===== src/design/tdpf_pkg.sv =====
package tdpf_pkg;

  // Default width of the tested value.
  localparam int VALUE_WIDTH_DEF = 32;

  // Smallest prime; also the step between odd trial divisors.
  localparam int FIRST_DIVISOR = 2;

endpackage


===== src/design/tdpf_div.sv =====
module tdpf_div #(
  parameter int VALUE_WIDTH = tdpf_pkg::VALUE_WIDTH_DEF
) (
  input  logic                   clk,
  input  logic                   rst,
  input  logic                   start,
  input  logic [VALUE_WIDTH-1:0] dividend,
  input  logic [VALUE_WIDTH-1:0] divisor,
  output logic                   done,
  output logic [VALUE_WIDTH-1:0] quotient,
  output logic [VALUE_WIDTH-1:0] remainder
);
  import tdpf_pkg::*;

  localparam int CW = $clog2(VALUE_WIDTH + 1);
  localparam logic [CW-1:0] STEPS = CW'(VALUE_WIDTH);
  localparam logic [CW-1:0] LAST  = CW'(1);

  logic                   busy;
  logic [CW-1:0]          cnt;
  logic [VALUE_WIDTH-1:0] quo;
  logic [VALUE_WIDTH-1:0] rem;
  logic [VALUE_WIDTH-1:0] dsr;
  logic [VALUE_WIDTH:0]   shifted;
  logic [VALUE_WIDTH:0]   diff;

  // Restoring division, one quotient bit per cycle.
  assign shifted = {rem, quo[VALUE_WIDTH-1]};
  assign diff    = shifted - {1'b0, dsr};

  always_ff @(posedge clk) begin
    if (rst) begin
      busy <= 1'b0;
      done <= 1'b0;
      cnt  <= '0;
    end else begin
      done <= busy && !start && (cnt == LAST);
      if (start) begin
        busy <= 1'b1;
        cnt  <= STEPS;
        rem  <= '0;
        quo  <= dividend;
        dsr  <= divisor;
      end else if (busy) begin
        if (!diff[VALUE_WIDTH]) begin
          rem <= diff[VALUE_WIDTH-1:0];
          quo <= {quo[VALUE_WIDTH-2:0], 1'b1};
        end else begin
          rem <= shifted[VALUE_WIDTH-1:0];
          quo <= {quo[VALUE_WIDTH-2:0], 1'b0};
        end
        cnt <= cnt - LAST;
        if (cnt == LAST) begin
          busy <= 1'b0;
        end
      end
    end
  end

  assign quotient  = quo;
  assign remainder = rem;

`ifndef SYNTH
  a_done_after_busy: assert property (@(posedge clk) disable iff (rst)
    done |-> $past(busy))
    else $error("divider done without a running division");

  a_rem_below_dsr: assert property (@(posedge clk) disable iff (rst)
    done |-> (rem < dsr))
    else $error("remainder not below divisor");

  a_busy_count: assert property (@(posedge clk) disable iff (rst)
    busy |-> (cnt != '0))
    else $error("divider running with zero step count");
`endif

endmodule


===== src/design/trial_division_prime_filter.sv =====
// Trial-division prime filter.
// Request channel: value with value_valid / value_stall; a request is taken
// when value_valid is high and value_stall is low. Result channel:
// tested_value and is_prime with result_valid / result_stall; the result is
// taken when result_valid is high and result_stall is low.
// One result per request: the value unchanged and a prime flag (0 and 1 are
// not prime, 2 is prime).
// Values below 3 and even values are decided without the divider. Odd
// values run trial divisors 3, 5, 7, ... through one shared restoring
// divider; the loop stops at the first zero remainder or once the divisor
// exceeds the quotient. An odd prime n runs through about sqrt(n) / 2
// trial divisors.
// value_stall is high while a request is being tested or its result waits
// for the output register. The result sits in an output register; if it is
// still stalled when the next one is ready, the block waits until it is
// taken. A result may wait while a new request is taken. Reset drops any
// request in progress and any pending result.
module trial_division_prime_filter #(
  parameter int VALUE_WIDTH = tdpf_pkg::VALUE_WIDTH_DEF
) (
  input  logic                   clk,
  input  logic                   rst,
  input  logic [VALUE_WIDTH-1:0] value,
  input  logic                   value_valid,
  output logic                   value_stall,
  output logic [VALUE_WIDTH-1:0] tested_value,
  output logic                   is_prime,
  output logic                   result_valid,
  input  logic                   result_stall
);
  import tdpf_pkg::*;

  localparam logic [VALUE_WIDTH-1:0] TWO   = VALUE_WIDTH'(FIRST_DIVISOR);
  localparam logic [VALUE_WIDTH-1:0] THREE = VALUE_WIDTH'(FIRST_DIVISOR + 1);

  typedef enum logic [1:0] {
    S_IDLE,
    S_START,
    S_DIV,
    S_HOLD
  } state_t;

  state_t                 state;
  logic [VALUE_WIDTH-1:0] n;
  logic [VALUE_WIDTH-1:0] divisor;
  logic                   hold_flag;
  logic                   fin;
  logic                   fin_flag;
  logic                   out_free;
  logic                   div_start;
  logic                   div_done;
  logic [VALUE_WIDTH-1:0] div_quo;
  logic [VALUE_WIDTH-1:0] div_rem;

  assign value_stall = (state != S_IDLE);
  assign div_start   = (state == S_START);
  assign out_free    = !result_valid || !result_stall;

  tdpf_div #(
    .VALUE_WIDTH(VALUE_WIDTH)
  ) u_div (
    .clk      (clk),
    .rst      (rst),
    .start    (div_start),
    .dividend (n),
    .divisor  (divisor),
    .done     (div_done),
    .quotient (div_quo),
    .remainder(div_rem)
  );

  always_comb begin
    fin      = 1'b0;
    fin_flag = 1'b0;
    case (state)
      S_IDLE: begin
        if (value_valid) begin
          if (value < TWO) begin
            fin = 1'b1;
          end else if (value == TWO) begin
            fin      = 1'b1;
            fin_flag = 1'b1;
          end else if (!value[0]) begin
            fin = 1'b1;
          end
        end
      end
      S_DIV: begin
        if (div_done) begin
          // divisor past sqrt(n): no factor found
          if (divisor > div_quo) begin
            fin      = 1'b1;
            fin_flag = 1'b1;
          end else if (div_rem == '0) begin
            fin = 1'b1;
          end
        end
      end
      S_HOLD: begin
        fin      = 1'b1;
        fin_flag = hold_flag;
      end
      default: begin
        fin      = 1'b0;
        fin_flag = 1'b0;
      end
    endcase
  end

  always_ff @(posedge clk) begin
    if (rst) begin
      state        <= S_IDLE;
      result_valid <= 1'b0;
    end else begin
      if (result_valid && !result_stall && !(fin && out_free)) begin
        result_valid <= 1'b0;
      end
      if (fin && out_free) begin
        result_valid <= 1'b1;
        tested_value <= (state == S_IDLE) ? value : n;
        is_prime     <= fin_flag;
        state        <= S_IDLE;
      end else if (fin) begin
        hold_flag <= fin_flag;
        if (state == S_IDLE) begin
          n <= value;
        end
        state <= S_HOLD;
      end else begin
        case (state)
          S_IDLE: begin
            if (value_valid) begin
              n       <= value;
              divisor <= THREE;
              state   <= S_START;
            end
          end
          S_START: begin
            state <= S_DIV;
          end
          S_DIV: begin
            if (div_done) begin
              divisor <= divisor + TWO;
              state   <= S_START;
            end
          end
          default: begin
            state <= S_IDLE;
          end
        endcase
      end
    end
  end

`ifndef SYNTH
  a_done_in_div: assert property (@(posedge clk) disable iff (rst)
    div_done |-> (state == S_DIV))
    else $error("divider finished outside the divide state");

  a_odd_divisor: assert property (@(posedge clk) disable iff (rst)
    (state == S_DIV) |-> (divisor[0] && (divisor >= THREE)))
    else $error("trial divisor not odd or below three");

  a_hold_pending: assert property (@(posedge clk) disable iff (rst)
    (state == S_HOLD) |-> result_valid)
    else $error("holding a result with the output register empty");
`endif

endmodule

===== config.mk =====
export PLATFORM = sky130hd
export DESIGN_NAME = trial_division_prime_filter
export DESIGN_NICKNAME = d
export VERILOG_FILES = /design/src/design/tdpf_pkg.sv /design/src/design/tdpf_div.sv /design/src/design/trial_division_prime_filter.sv
export SDC_FILE = /design/constraint.sdc
export NUM_CORES = 1
export LEC_CHECK = 0
export ABC_AREA = 0
export CORE_UTILIZATION = 55
export CTS_CLUSTER_SIZE = 8
export DETAILED_ROUTE_END_ITERATION = 8
export DONT_BUFFER_PORTS = 1
export GPL_ROUTABILITY_DRIVEN = 0
export GPL_TIMING_DRIVEN = 0
export PLACE_DENSITY = 0.7
export SKIP_CTS_REPAIR_TIMING = 1
export SLEW_MARGIN = 20
export SYNTH_ARGS = -nofsm -noshare
export SYNTH_HDL_FRONTEND = slang
export SYNTH_SLANG_ARGS = --single-unit

===== constraint.sdc =====
create_clock -name clk -period 7.4 [get_ports clk]
set_input_delay 1.85 -clock clk [delete_from_list [all_inputs] [get_ports clk]]
set_output_delay 1.85 -clock clk [all_outputs]
set_load 0.005 [all_outputs]

==> results.json <==
{
  "clock_skew_ns": 0.0173,
  "grt_max_degree": 26,
  "dp_hpwl_um": 16500,
  "fp.dieArea_mm2": 0.0208,
  "area_growth_pct": 11.8,
  "drtAntennaViolNets": 0,
  "rsz0062_at_grt": "false",
  "dpl.cell_count": 1249,
  "nFillCells": 1593,
  "num_rows": 51,
  "io_buffers": 0,
  "synth_area_leader_cell": "edfxtp_1",
  "clk_pin_slew_ns": 0.05,
  "critPathMaxFanout": 10,
  "grt_overflow": 0,
  "syn_avg_cell_area_um2": 11.4,
  "start_kind": "input pin",
  "cts_buffers": 29,
  "synth.most_common_cell": "edfxtp_1",
  "ys_types": 58,
  "cts_tree": "done",
  "slew_viol_final": 0,
  "p_leak_nw": 4.73,
  "netlist_top_cells_count": "192 x edfxtp_1, 81 x inv_1, 78 x nor2_1",
  "drc": 0,
  "die_w_um": 144,
  "cts_max_path_buffers": 3,
  "fin_crit_ns": 4.25,
  "routed.top_layer": "met4",
  "antenna_cells": 0,
  "critPathKind": "in -> reg",
  "vias": 7351,
  "synth-seq-cells": 203,
  "core_region_area_mm2": 0.0197,
  "hold_viol_final": 0,
  "drtPass1Iterations": 5,
  "initial_core_util": 0.566,
  "ctsHtreeMaxLevel": 1,
  "fin_crit_sh": 0.575,
  "powerDensity_mw_per_mm2": 290,
  "syn-num-nets": 1074,
  "ff_latch_area_mm2": 0.00599,
  "die_y_um": 144,
  "multiInputGateArea_mm2": 0.00474,
  "final_area_mm2": 0.0124,
  "cts-root-buf": "clkbuf_16",
  "clk_latency_ns": 0.54,
  "critPathArrivalTime_ns": 4.48,
  "wl_met1_um": 9950,
  "critPathRequiredTime_ns": 7.62,
  "hold_path_class": "reg -> reg",
  "cts_sinks": 203,
  "max_slew_margin": 0.484,
  "wl_met2_um": 10500,
  "routed_wl_um": 22300,
  "fmax_mhz": 235,
  "first_iter_violations": 340,
  "placed_area_mm2": 0.0116,
  "track_usage": 0.222,
  "maxCapViolCount": 0,
  "wl_per_cell_um": 17.2,
  "max-vdd-ir-drop_mv": 0.180,
  "setup_viol": 0,
  "fin_nets": 1117,
  "fin_cells": 1293,
  "yosysSeqAreaShare": 0.538,
  "wl_met3_um": 1500,
  "drive_gt1_frac": 0.101,
  "status": "completed",
  "antenna_found_initial": 0,
  "critPathCaptureType": "flip-flop",
  "grt_pass1_wl_um": 36000,
  "io_pins": 71,
  "routed_via_density": 5.69,
  "ys_warn_count": 0,
  "synth-edff-count": 192,
  "yosys-top-cells-area": "edfxtp_1 52%, ha_1 7.3%, mux2_2 3.7%",
  "grt_pass1_vias": 7179,
  "synth_top_area_frac": 0.518,
  "worst_pin_slew_ns": 0.772,
  "synthCells": 972,
  "async_flop_share": 0,
  "yosys_most_used_dff": "edfxtp_1",
  "syn_area_mm2": 0.0111
}
-- sequential cells by signal, summed over array words and instances (netlist names) --
signal	cells
u_div.busy	1
u_div.dsr	31
tested_value	32
u_div.cnt	6
u_div.done	1
is_prime	1
u_div.remainder	32
divisor	31
u_div.quotient	32
state	2
n	32
result_valid	1
hold_flag	1
-- cell type report --
cell class / instances / area share
clock inverters: 2 / 0.00111
repair buffers: 12 / 0.0124
well taps: 265 / 0.0267
plain buffers: 27 / 0.0107
clock buffers: 42 / 0.0623
inverters: 81 / 0.0244
multi-input cells: 661 / 0.381
flip-flops and latches: 203 / 0.481
-- metrics by stage --
| stage | power, mW | setup TNS, ns | utilization | hold WS (ns) | setup WS, ns |
|---|---|---|---|---|---|
| 2_1_floorplan | 2.25 | 0 | - | 0.464 | 0.807 |
| 3_3_place_gp | 2.44 | -42.19 | 0.583 | 0.477 | -1.27 |
| 3_5_place_dp | 2.47 | 0 | 0.593 | 0.487 | 2.59 |
| 4_1_cts | 3.64 | 0 | 0.633 | 0.491 | 3.13 |
| 5_1_grt | 3.80 | 0 | 0.633 | 0.516 | 3.01 |
| 6_report | 3.61 | 0 | 0.633 | 0.493 | 3.15 |
-- layout by cell type, fill, tap and decap left out, types with 2 or more instances in the layout --
master	netlist	final
a211oi_1	10	9
nor2b_1	10	10
nand4_1	16	16
buf_4	1	8
clkbuf_1	19	32
nand3_1	21	21
nor3_1	11	11
mux2_1	27	27
edfxtp_1	192	192
o31ai_1	2	2
nor2_1	78	76
buf_2	4	4
a21o_1	21	21
ha_1	65	65
inv_1	81	81
buf_16	0	2
o21ai_1	7	7
buf_6	3	4
o21a_1	6	6
a21oi_2	2	2
a21oi_1	49	49
nor2_4	0	2
o21ai_0	56	56
xor2_1	21	21
mux2_2	37	37
nand2_1	75	75
o21bai_1	8	8
and3_1	13	13
and2_1	2	2
o22ai_1	3	3
nor4_1	15	15
dfxtp_1	11	11
or3_1	13	13
a2111oi_2	2	2
xnor2_1	30	30
nand2b_1	10	10
mux2i_1	28	28
clkbuf_16	0	29
-- layer usage --
| metal | track usage | vias to the layer above |
|---|---|---|
| met2 | 0.368 | 177 |
| li1 | - | 3641 |
| met5 | 0 | - |
| met3 | 0.0517 | 29 |
| met1 | 0.293 | 3504 |
| met4 | 0.0615 | 0 |
-- critical path: stages --
cell	delay [ns]
nor4_1	0.33
nand4_1	0.22
o31a_1	0.32
o21ai_0	0.47
a21oi_1	0.17
nor3b_2	0.59
buf_4	0.30
buf_4	0.21
-- path summary, 6_finish.rpt --
path,from,to,slack [ns],depth (start not counted)
worst min register to register,u_div.cnt[1],u_div.cnt[1],0.49,2
worst min-delay path,u_div.cnt[1],u_div.cnt[1],0.49,2
worst max register to register,divisor[25],divisor[30],3.56,15
worst max-delay path,value[6],tested_value[3],3.15,8
-- where the power goes --
part / leakage (nW) / switching (mW) / internal (mW)
Combinational: 2.49 / 0.503 / 0.390
Clock: 0.381 / 0.453 / 0.709
Sequential: 1.86 / 0.0908 / 1.47
Total: 4.73 / 1.05 / 2.56
-- cells by family after synthesis --
logic type	synth area share
AND/OR/NAND/NOR	0.114
flip-flops	0.538
AO/OA/AOI/OAI	0.101
buffers and inverters	0.0393
multiplexers	0.0900
adder cells (fa/ha/maj)	0.0749
XOR/XNOR	0.0426
(Power assumes the default switching activity.)
